<file path="config.mk">
export PLATFORM = sky130hd
export DESIGN_NAME = tree_string_depth_parent_tracker
export DESIGN_NICKNAME = d
export VERILOG_FILES = /design/src/tstp_pkg.sv /design/src/tstp_stack_ram.sv /design/src/tstp_ctrl.sv /design/src/tstp_out.sv /design/src/tree_string_depth_parent_tracker.sv
export SDC_FILE = /design/constraint.sdc
export NUM_CORES = 2
export LEC_CHECK = 0
export ABC_CLOCK_PERIOD_IN_PS = 9100
export BUFFER_PORTS_ARGS = -buffer_cell sky130_fd_sc_hd__buf_2
export CELL_PAD_IN_SITES_DETAIL_PLACEMENT = 0
export CELL_PAD_IN_SITES_GLOBAL_PLACEMENT = 1
export CORE_ASPECT_RATIO = 0.75
export CORE_MARGIN = 2
export CORE_UTILIZATION = 40
export DETAILED_ROUTE_END_ITERATION = 7
export PLACE_DENSITY = 0.59
export SYNTH_ARGS = -nofsm -noshare
export SYNTH_HDL_FRONTEND = slang
export SYNTH_SLANG_ARGS = --single-unit
</file>
<file path="constraint.sdc">
create_clock -name clk -period 9.1 [get_ports clk]
set_input_delay 1.365 -clock clk [delete_from_list [all_inputs] [get_ports clk]]
set_output_delay 1.365 -clock clk [all_outputs]
set_load 0.01 [all_outputs]
</file>
<file path="src/tstp_pkg.sv">
package tstp_pkg;

    localparam int POS_W    = 8;
    localparam int DEPTH_W  = 9;
    localparam int NODE_W   = 8;
    localparam int LABEL_W  = 16;
    localparam int STATUS_W = 2;

    typedef enum logic [STATUS_W-1:0] {
        STATUS_OK      = 2'd0,
        STATUS_EMPTY   = 2'd1,
        STATUS_FULL    = 2'd2,
        STATUS_POS_OVF = 2'd3
    } status_t;

    // result fields of one item, minus the parent that comes from the stack ram
    typedef struct packed {
        logic [POS_W-1:0]   position;
        logic [DEPTH_W-1:0] depth;
        logic               is_node;
        logic [NODE_W-1:0]  node_number;
        logic [LABEL_W-1:0] node_label;
        logic               has_parent;
        status_t            status;
    } meta_t;

endpackage

</file>
<file path="src/tstp_stack_ram.sv">
module tstp_stack_ram #(
    parameter int DEPTH = 256,
    parameter int AW    = $clog2(DEPTH)
) (
    input  logic                       clk,
    input  logic                       we,
    input  logic [AW-1:0]              waddr,
    input  logic [tstp_pkg::NODE_W-1:0] wdata,
    input  logic                       re,
    input  logic [AW-1:0]              raddr,
    output logic [tstp_pkg::NODE_W-1:0] rdata
);

    logic [tstp_pkg::NODE_W-1:0] mem [DEPTH];
    logic [tstp_pkg::NODE_W-1:0] rdata_reg;

    always_ff @(posedge clk)
    begin
        if (we)
        begin
            mem[waddr] <= wdata;
        end
    end

    always_ff @(posedge clk)
    begin
        if (re)
        begin
            rdata_reg <= mem[raddr];
        end
    end

    assign rdata = rdata_reg;

endmodule

</file>
<file path="src/tstp_ctrl.sv">
module tstp_ctrl #(
    parameter int MAX_LEN    = 256,
    parameter int LABEL_BITS = 16,
    parameter int AW         = $clog2(MAX_LEN)
) (
    input  logic                         clk,
    input  logic                         rst_n,
    input  logic                         in_valid,
    output logic                         in_ready,
    input  logic                         start_new,
    input  logic                         is_backtrack,
    input  logic [tstp_pkg::LABEL_W-1:0] label,
    output logic                         ram_we,
    output logic [AW-1:0]                ram_waddr,
    output logic [tstp_pkg::NODE_W-1:0]  ram_wdata,
    output logic                         ram_re,
    output logic [AW-1:0]                ram_raddr,
    output logic                         s1_valid,
    input  logic                         s1_ready,
    output tstp_pkg::meta_t              s1_meta
);

    localparam int CW   = $clog2(MAX_LEN + 1);
    localparam int KEPT = (LABEL_BITS < tstp_pkg::LABEL_W) ? LABEL_BITS : tstp_pkg::LABEL_W;

    logic [CW-1:0]   stack_count_reg, stack_count_next;
    logic [CW-1:0]   node_count_reg, node_count_next;
    logic [CW-1:0]   pos_count_reg, pos_count_next;
    logic            s1_valid_reg, s1_valid_next;
    tstp_pkg::meta_t s1_meta_reg, s1_meta_next;

    logic            accept;
    logic [CW-1:0]   cnt_eff, node_eff, pos_eff, cnt_m1;
    logic            pos_ovf, empty, full, push_ok, pop_ok;
    tstp_pkg::status_t status;

    // start_new clears the counters ahead of this item
    assign cnt_eff  = start_new ? '0 : stack_count_reg;
    assign node_eff = start_new ? '0 : node_count_reg;
    assign pos_eff  = start_new ? '0 : pos_count_reg;
    assign cnt_m1   = cnt_eff - CW'(1);

    assign pos_ovf = (pos_eff == CW'(MAX_LEN));
    assign empty   = (cnt_eff == '0);
    assign full    = (cnt_eff == CW'(MAX_LEN));
    assign push_ok = !pos_ovf && !is_backtrack && !full;
    assign pop_ok  = !pos_ovf && is_backtrack && !empty;

    assign in_ready = !s1_valid_reg || s1_ready;
    assign accept   = in_valid && in_ready;

    always_comb
    begin
        if (pos_ovf)
        begin
            status = tstp_pkg::STATUS_POS_OVF;
        end
        else if (is_backtrack && empty)
        begin
            status = tstp_pkg::STATUS_EMPTY;
        end
        else if (!is_backtrack && full)
        begin
            status = tstp_pkg::STATUS_FULL;
        end
        else
        begin
            status = tstp_pkg::STATUS_OK;
        end
    end

    always_comb
    begin
        stack_count_next = stack_count_reg;
        node_count_next  = node_count_reg;
        pos_count_next   = pos_count_reg;
        if (accept)
        begin
            stack_count_next = cnt_eff;
            node_count_next  = node_eff;
            pos_count_next   = pos_eff;
            if (push_ok)
            begin
                stack_count_next = cnt_eff + CW'(1);
                node_count_next  = node_eff + CW'(1);
                pos_count_next   = pos_eff + CW'(1);
            end
            else if (pop_ok)
            begin
                stack_count_next = cnt_m1;
                pos_count_next   = pos_eff + CW'(1);
            end
        end
    end

    always_comb
    begin
        s1_meta_next.position    = tstp_pkg::POS_W'(pos_eff);
        s1_meta_next.depth       = push_ok ? tstp_pkg::DEPTH_W'(cnt_eff + CW'(1))
                                 : pop_ok  ? tstp_pkg::DEPTH_W'(cnt_m1)
                                 :           tstp_pkg::DEPTH_W'(cnt_eff);
        s1_meta_next.is_node     = !is_backtrack;
        s1_meta_next.node_number = push_ok ? tstp_pkg::NODE_W'(node_eff) : '0;
        s1_meta_next.node_label  = push_ok ? tstp_pkg::LABEL_W'(label[KEPT-1:0]) : '0;
        s1_meta_next.has_parent  = push_ok && !empty;
        s1_meta_next.status      = status;
    end

    always_comb
    begin
        if (accept)
        begin
            s1_valid_next = 1'b1;
        end
        else if (s1_ready)
        begin
            s1_valid_next = 1'b0;
        end
        else
        begin
            s1_valid_next = s1_valid_reg;
        end
    end

    // push writes the slot above the top, parent reads the top: never the same entry
    assign ram_we    = accept && push_ok;
    assign ram_waddr = cnt_eff[AW-1:0];
    assign ram_wdata = tstp_pkg::NODE_W'(node_eff);
    assign ram_re    = accept && push_ok && !empty;
    assign ram_raddr = cnt_m1[AW-1:0];

    always_ff @(posedge clk or negedge rst_n)
    begin
        if (!rst_n)
        begin
            stack_count_reg <= '0;
            node_count_reg  <= '0;
            pos_count_reg   <= '0;
            s1_valid_reg    <= 1'b0;
        end
        else
        begin
            stack_count_reg <= stack_count_next;
            node_count_reg  <= node_count_next;
            pos_count_reg   <= pos_count_next;
            s1_valid_reg    <= s1_valid_next;
        end
    end

    always_ff @(posedge clk)
    begin
        if (accept)
        begin
            s1_meta_reg <= s1_meta_next;
        end
    end

    assign s1_valid = s1_valid_reg;
    assign s1_meta  = s1_meta_reg;

    a_count_bound: assert property (@(posedge clk) disable iff (!rst_n)
        stack_count_reg <= CW'(MAX_LEN))
        else $error("stack count beyond depth");

    a_nodes_le_pos: assert property (@(posedge clk) disable iff (!rst_n)
        (stack_count_reg <= node_count_reg) && (node_count_reg <= pos_count_reg))
        else $error("counter ordering broken");

    a_ram_no_collide: assert property (@(posedge clk) disable iff (!rst_n)
        (ram_we && ram_re) |-> (ram_waddr != ram_raddr))
        else $error("stack read and write on the same entry");

    a_push_grows: assert property (@(posedge clk) disable iff (!rst_n)
        (accept && push_ok) |=> (stack_count_reg == $past(cnt_eff) + CW'(1)))
        else $error("push did not grow the stack");

endmodule

</file>
<file path="src/tstp_out.sv">
module tstp_out (
    input  logic                          clk,
    input  logic                          rst_n,
    input  logic                          s1_valid,
    output logic                          s1_ready,
    input  tstp_pkg::meta_t               s1_meta,
    input  logic [tstp_pkg::NODE_W-1:0]   ram_rdata,
    output logic                          out_valid,
    input  logic                          out_ready,
    output logic [tstp_pkg::POS_W-1:0]    symbol_position,
    output logic [tstp_pkg::DEPTH_W-1:0]  depth,
    output logic                          is_node,
    output logic [tstp_pkg::NODE_W-1:0]   node_number,
    output logic [tstp_pkg::LABEL_W-1:0]  node_label,
    output logic [tstp_pkg::NODE_W-1:0]   parent_number,
    output logic [tstp_pkg::STATUS_W-1:0] status
);

    logic                          out_valid_reg, out_valid_next;
    logic                          load;
    tstp_pkg::meta_t               meta_reg;
    logic [tstp_pkg::NODE_W-1:0]   parent_reg;

    assign s1_ready = !out_valid_reg || out_ready;
    assign load     = s1_valid && s1_ready;

    always_comb
    begin
        if (load)
        begin
            out_valid_next = 1'b1;
        end
        else if (out_ready)
        begin
            out_valid_next = 1'b0;
        end
        else
        begin
            out_valid_next = out_valid_reg;
        end
    end

    always_ff @(posedge clk or negedge rst_n)
    begin
        if (!rst_n)
        begin
            out_valid_reg <= 1'b0;
        end
        else
        begin
            out_valid_reg <= out_valid_next;
        end
    end

    // ram data lines up with the item in s1, held while s1 stalls
    always_ff @(posedge clk)
    begin
        if (load)
        begin
            meta_reg   <= s1_meta;
            parent_reg <= s1_meta.has_parent ? ram_rdata : '0;
        end
    end

    assign out_valid       = out_valid_reg;
    assign symbol_position = meta_reg.position;
    assign depth           = meta_reg.depth;
    assign is_node         = meta_reg.is_node;
    assign node_number     = meta_reg.node_number;
    assign node_label      = meta_reg.node_label;
    assign parent_number   = parent_reg;
    assign status          = meta_reg.status;

endmodule

</file>
<file path="src/tree_string_depth_parent_tracker.sv">
// preorder tree string decoder: one symbol per input item, one result item per symbol
//
// input channel in_valid/in_ready carries start_new, is_backtrack and label;
// output channel out_valid/out_ready carries position, depth, node number,
// label echo, parent number and status
//
// throughput: one item per cycle while the output is not stalled; only
// counters decide push or pop, and the parent is read from the stack ram, a
// single-port-write, single-read synchronous memory, in the cycle after the
// item is taken; a result passes the middle stage, where the ram read
// lands, and then the output register on its way to the output
//
// reset clears the stack count, node counter and position; the stack ram
// is not cleared, since only entries written since the last restart are read
//
// when the receiver stalls the output register holds, the middle stage
// fills, and then in_ready drops; nothing is lost or repeated
module tree_string_depth_parent_tracker #(
    parameter int MAX_LEN    = 256,
    parameter int LABEL_BITS = 16
) (
    input  logic                          clk,
    input  logic                          rst_n,
    input  logic                          in_valid,
    output logic                          in_ready,
    input  logic                          start_new,
    input  logic                          is_backtrack,
    input  logic [tstp_pkg::LABEL_W-1:0]  label,
    output logic                          out_valid,
    input  logic                          out_ready,
    output logic [tstp_pkg::POS_W-1:0]    symbol_position,
    output logic [tstp_pkg::DEPTH_W-1:0]  depth,
    output logic                          is_node,
    output logic [tstp_pkg::NODE_W-1:0]   node_number,
    output logic [tstp_pkg::LABEL_W-1:0]  node_label,
    output logic [tstp_pkg::NODE_W-1:0]   parent_number,
    output logic [tstp_pkg::STATUS_W-1:0] status
);

    localparam int AW = $clog2(MAX_LEN);

    // stack ram ports
    logic                        ram_we;
    logic [AW-1:0]               ram_waddr;
    logic [tstp_pkg::NODE_W-1:0] ram_wdata;
    logic                        ram_re;
    logic [AW-1:0]               ram_raddr;
    logic [tstp_pkg::NODE_W-1:0] ram_rdata;

    // middle stage between control and output register
    logic            s1_valid;
    logic            s1_ready;
    tstp_pkg::meta_t s1_meta;

    // counters, status decision and stack addressing
    tstp_ctrl #(
        .MAX_LEN    (MAX_LEN),
        .LABEL_BITS (LABEL_BITS),
        .AW         (AW)
    ) u_ctrl (
        .clk          (clk),
        .rst_n        (rst_n),
        .in_valid     (in_valid),
        .in_ready     (in_ready),
        .start_new    (start_new),
        .is_backtrack (is_backtrack),
        .label        (label),
        .ram_we       (ram_we),
        .ram_waddr    (ram_waddr),
        .ram_wdata    (ram_wdata),
        .ram_re       (ram_re),
        .ram_raddr    (ram_raddr),
        .s1_valid     (s1_valid),
        .s1_ready     (s1_ready),
        .s1_meta      (s1_meta)
    );

    // node numbers of open nodes, top at stack_count - 1
    tstp_stack_ram #(
        .DEPTH (MAX_LEN),
        .AW    (AW)
    ) u_stack (
        .clk   (clk),
        .we    (ram_we),
        .waddr (ram_waddr),
        .wdata (ram_wdata),
        .re    (ram_re),
        .raddr (ram_raddr),
        .rdata (ram_rdata)
    );

    // output register, merges the parent read with the item
    tstp_out u_out (
        .clk             (clk),
        .rst_n           (rst_n),
        .s1_valid        (s1_valid),
        .s1_ready        (s1_ready),
        .s1_meta         (s1_meta),
        .ram_rdata       (ram_rdata),
        .out_valid       (out_valid),
        .out_ready       (out_ready),
        .symbol_position (symbol_position),
        .depth           (depth),
        .is_node         (is_node),
        .node_number     (node_number),
        .node_label      (node_label),
        .parent_number   (parent_number),
        .status          (status)
    );

endmodule

</file>
==> results.txt <==
- Total standard cell area after synthesis: 85700 um^2
- Fraction of power spent switching nets: 0.288
- The floorplan has 147 rows.
* Dominant cell type by count on the critical path: nor2_1
- Area delta synth->final: 12.3%
- Final Setup Violations: 0
- The synthesized design contains 2181 register bits.
- Async SR Flop Fraction: 0.0128
* Capturing element type of the critical path: register
- Of the total power, combinational logic draws 0.175.
- Top-level I/O count: 76
- The cell sitting at the root of the clock tree is a clkbuf_16.
- Pre-CTS WS: 1970 ps
- In the final layout, the share of cells above drive strength 1 is 0.167.
- Number of slew-limit violations in the final report: 2
* Failing checks: capacitance limit, slew limit
* Wire length of the first global-routing pass: 365 mm
* Power Dens Cells: 251 nW/um^2
* Part of the total power dissipated in sequential elements: 0.466
- Switching Power: 6.97 mW
* Pin count of the biggest net entering global routing: 164
- Setup repair after global routing missed its margin: false
- The completed layout was analyzed and its total power is 24.2 mW.
- Max-cap violations in this run came to 1.
- The floorplan step set the die width to 538 um.
* Net count after synthesis: 5021
- Fill cells in the final layout number 18426.
* Worst reg2reg path depth: 14
- Aggregate global-route resource usage: 0.236
* Syn Area/Cell: 17.2 um^2
- Drt first pass iters: 5
- Area of the core region: 214000 um^2
- Part of the total power dissipated in the clock network: 0.360
* Wire length after detailed routing: 260 mm
- Reg-to-Reg End: u_stack.rdata[3]$_DFFE_PP_
- Summing all multi-input logic gate instances after layout gives 19000 um^2.
* Worst voltage drop across the vdd grid: 0.180 mV
- The worst hold path passes through 0 cells.
* Worst EP required: 9580 ps
* Category of the critical setup timing path: in2reg
* Buffers added on ports: 75
- Startpoint of the tightest hold check path: u_ctrl.s1_meta[8]$_SDFFCE_PN0P_
* Hold-fix buffer count after cts: 0
- Count of cells resized by post-cts repair: 0
- The number of clock buffers added by TritonCTS is 217.
- Combined flip-flop and latch cell area: 65400 um^2
- Antenna diode instance count: 0
- Broken down by cell family, the worst path's largest delay share belongs to simple AND/OR/NAND/NOR gates.
- Detailed placement ended at an HPWL of 154 mm.
- Dividing the detail-routed wire length by the instance count gives 32.1 um.
- On the critical path, the stage with the largest delay is an instance of nor2_1.
- In this design, the stage delay of the slowest critical-path cell is 970 ps.
- For this run the aggregate overflow at the end of global routing stands at 0.
* Fmax: 156 MHz
- The analysis attributes to cell leakage a power of 31.7 nW.
* Setup slack of the most critical reg-to-reg path: 3140 ps
* Number of global-route vias before repair: 45863
* Top flip-flop cell by instance count after synthesis: edfxtp_1
- In this run the critical register-to-register path is launched from u_ctrl.stack_count_reg[0]$_DFFE_PN0P_.
* Die Height: 405 um
- Placer congestion estimate: 0.885
- WP data arrival: 6870 ps
- The routed design could run at a clock period as short as 6390 ps.
- Tightest Hold Check Type: reg2reg
- Maximum level of the CTS H-tree: 4
- In this run the remaining antenna-violating nets after routing total 0.
- Across all setup checks in the final design, the least slack found is 2710 ps.
- Post-synthesis instance total: 4992
- STA classifies the critical path startpoint as an input port.
- Counting along the longest clock path gives a buffer depth of 4.
- Clk Latency, worst-skew pair: 880 ps
- Critical path buffer and inverter count: 3
- Antenna violations before repair: 14
* Number of design rule violations left after detail routing: 0
- Clk sinks: 2181
* Number of flops mapped to enable cells by yosys: 2153
- Post-route clock period utilization: 0.702
- Number of synthesis warnings: 0
- On the final layout, the worst clock skew is 61.0 ps.
- For this run, the post-layout net count is 5134.
- Yosys cell types: 73
* Cell chain of the critical path: buf_2 -> buf_4 -> nor3_1 -> nand4_1 -> o211ai_1 -> buf_4 -> nor2_1 -> nand2_1 -> nor2_1 -> nand3_1 -> nor2_1
* Detailed-route via count: 47504
- Of the synthesized area, sequential elements account for 0.763.
* CTS tree: built
- Clock edge transition at the registers on the reported setup and hold paths: 60 ps
- The die covers 218000 um^2.
- Number of violations reported at the end of detailed-routing iteration 0: 6481
- Dividing the detail-routed via count by the number of cells gives 5.86.
* Largest driver fanout on the critical path: 34
- Actual slew at the worst max-slew pin: 1620 ps
- Internal Power: 17.2 mW
- Number of buffers inserted to repair setup after CTS: 0
* Initial standard-cell utilization of the core: 0.401
* Final-report hold violation count: 0
* Run status: finished with violations
* Hold Path End: u_out.node_label[5]$_DFFE_PP_
* Flip-flop count of the largest register after layout: 2048
- In this run the tightest slew margin relative to its limit is -0.0899.
==> layout by cell type, fill, tap and decap left out, types with 16 or more instances in the layout <==
cell type	count
clkinv_2	35
mux4_2	313
a21oi_1	39
clkinv_1	46
a211oi_1	34
and2_1	36
and3_1	35
nand4_1	60
o21ai_0	24
a32oi_1	57
clkbuf_1	51
clkbuf_16	218
a41oi_1	17
a22o_1	20
nor3_1	19
buf_4	117
nand2_1	790
mux2i_1	162
nor4_1	31
buf_12	17
nor2_1	289
dfrtp_1	28
o22ai_1	21
edfxtp_1	2153
a31oi_1	59
bufinv_16	16
buf_2	75
nand3_1	284
==> power by group through the flow <==
| stage | combinational, mW | clock (mW) | sequential, mW |
|---|---|---|---|
| after floorplan | 2.36 | 0 | 11.5 |
| after global placement | 4.18 | 0 | 11.5 |
| after detailed placement | 4.18 | 0 | 11.5 |
| after CTS | 4.19 | 8.83 | 11.3 |
| after global routing | 4.39 | 9.22 | 11.3 |
| final | 4.22 | 8.69 | 11.3 |
==> layout make-up <==
type / count / area share
sequential: 2181 / 0.680
multi-input combinational: 2485 / 0.197
clock buffer: 269 / 0.0587
tap: 2831 / 0.0368
timing repair buffer: 209 / 0.0166
clock inverter: 115 / 0.0105
inverter: 11 / 0.000599
==> synthesized netlist by cell type, types with 20 or more instances <==
master | instances | area [um^2]
edfxtp_1 | 2153 | 64700
nand2_1 | 802 | 3010
mux4_2 | 313 | 7050
nor2_1 | 295 | 1110
nand3_1 | 287 | 1440
mux2i_1 | 162 | 1620
clkbuf_1 | 135 | 507
buf_2 | 108 | 541
nand4_1 | 60 | 375
a31oi_1 | 59 | 369
a32oi_1 | 57 | 499
buf_4 | 50 | 375
a21oi_1 | 39 | 195
and2_1 | 37 | 231
and3_1 | 36 | 225
a211oi_1 | 34 | 255
nor4_1 | 31 | 194
dfrtp_1 | 28 | 701
o21ai_0 | 24 | 120
nor2b_1 | 23 | 144
nor3_1 | 21 | 105
o22ai_1 | 21 | 131
a22o_1 | 20 | 175
==> per-layer routing <==
metal	global-route usage	share of wire	up-vias	wire (um)
met5	0	0.000062	-	16
met2	0.340	0.43	2131	112000
met1	0.366	0.46	25220	119000
met4	0.0622	0.027	2	6930
li1	-	-	19804	-
met3	0.0445	0.085	347	22100
==> kinds of logic after synthesis <==
kind of cell,count (synthesis),synth area share
flip-flops,2181,0.763
AND/OR/NAND/NOR,1624,0.0827
multiplexers,490,0.103
AO/OA/AOI/OAI,352,0.0300
buffers and inverters,326,0.0186
XOR/XNOR,12,0.00153
adder cells (fa/ha/maj),7,0.00102
==> per-stage QoR <==
step / util / hold WS (ps) / TNS [ps] / area (um^2) / instances
2_1_floorplan: - / 400 / -1132690 / 85700 / 4992
3_3_place_gp: 0.419 / 400 / 0 / 89500 / 7717
3_5_place_dp: 0.419 / 405 / 0 / 89500 / 7717
4_1_cts: 0.450 / 417 / 0 / 96200 / 8101
5_1_grt: 0.450 / 425 / 0 / 96200 / 8101
6_report: 0.450 / 416 / 0 / 96200 / 8101
==> worst max-delay path by stage <==
stage,start,endpoint,slack (ps),depth (start not counted)
after floorplan,start_new,u_stack.mem[0][7]$_DFFE_PP_,-980,6
after global placement,start_new,u_stack.rdata[3]$_DFFE_PP_,1440,13
after detailed placement,start_new,u_stack.rdata[3]$_DFFE_PP_,1970,13
after CTS,start_new,u_stack.rdata[3]$_DFFE_PP_,2890,13
after global routing,start_new,u_stack.mem[19][6]$_DFFE_PP_,2530,11
final,start_new,u_stack.mem[166][0]$_DFFE_PP_,2710,11
Power figures use the tool's default switching activity.
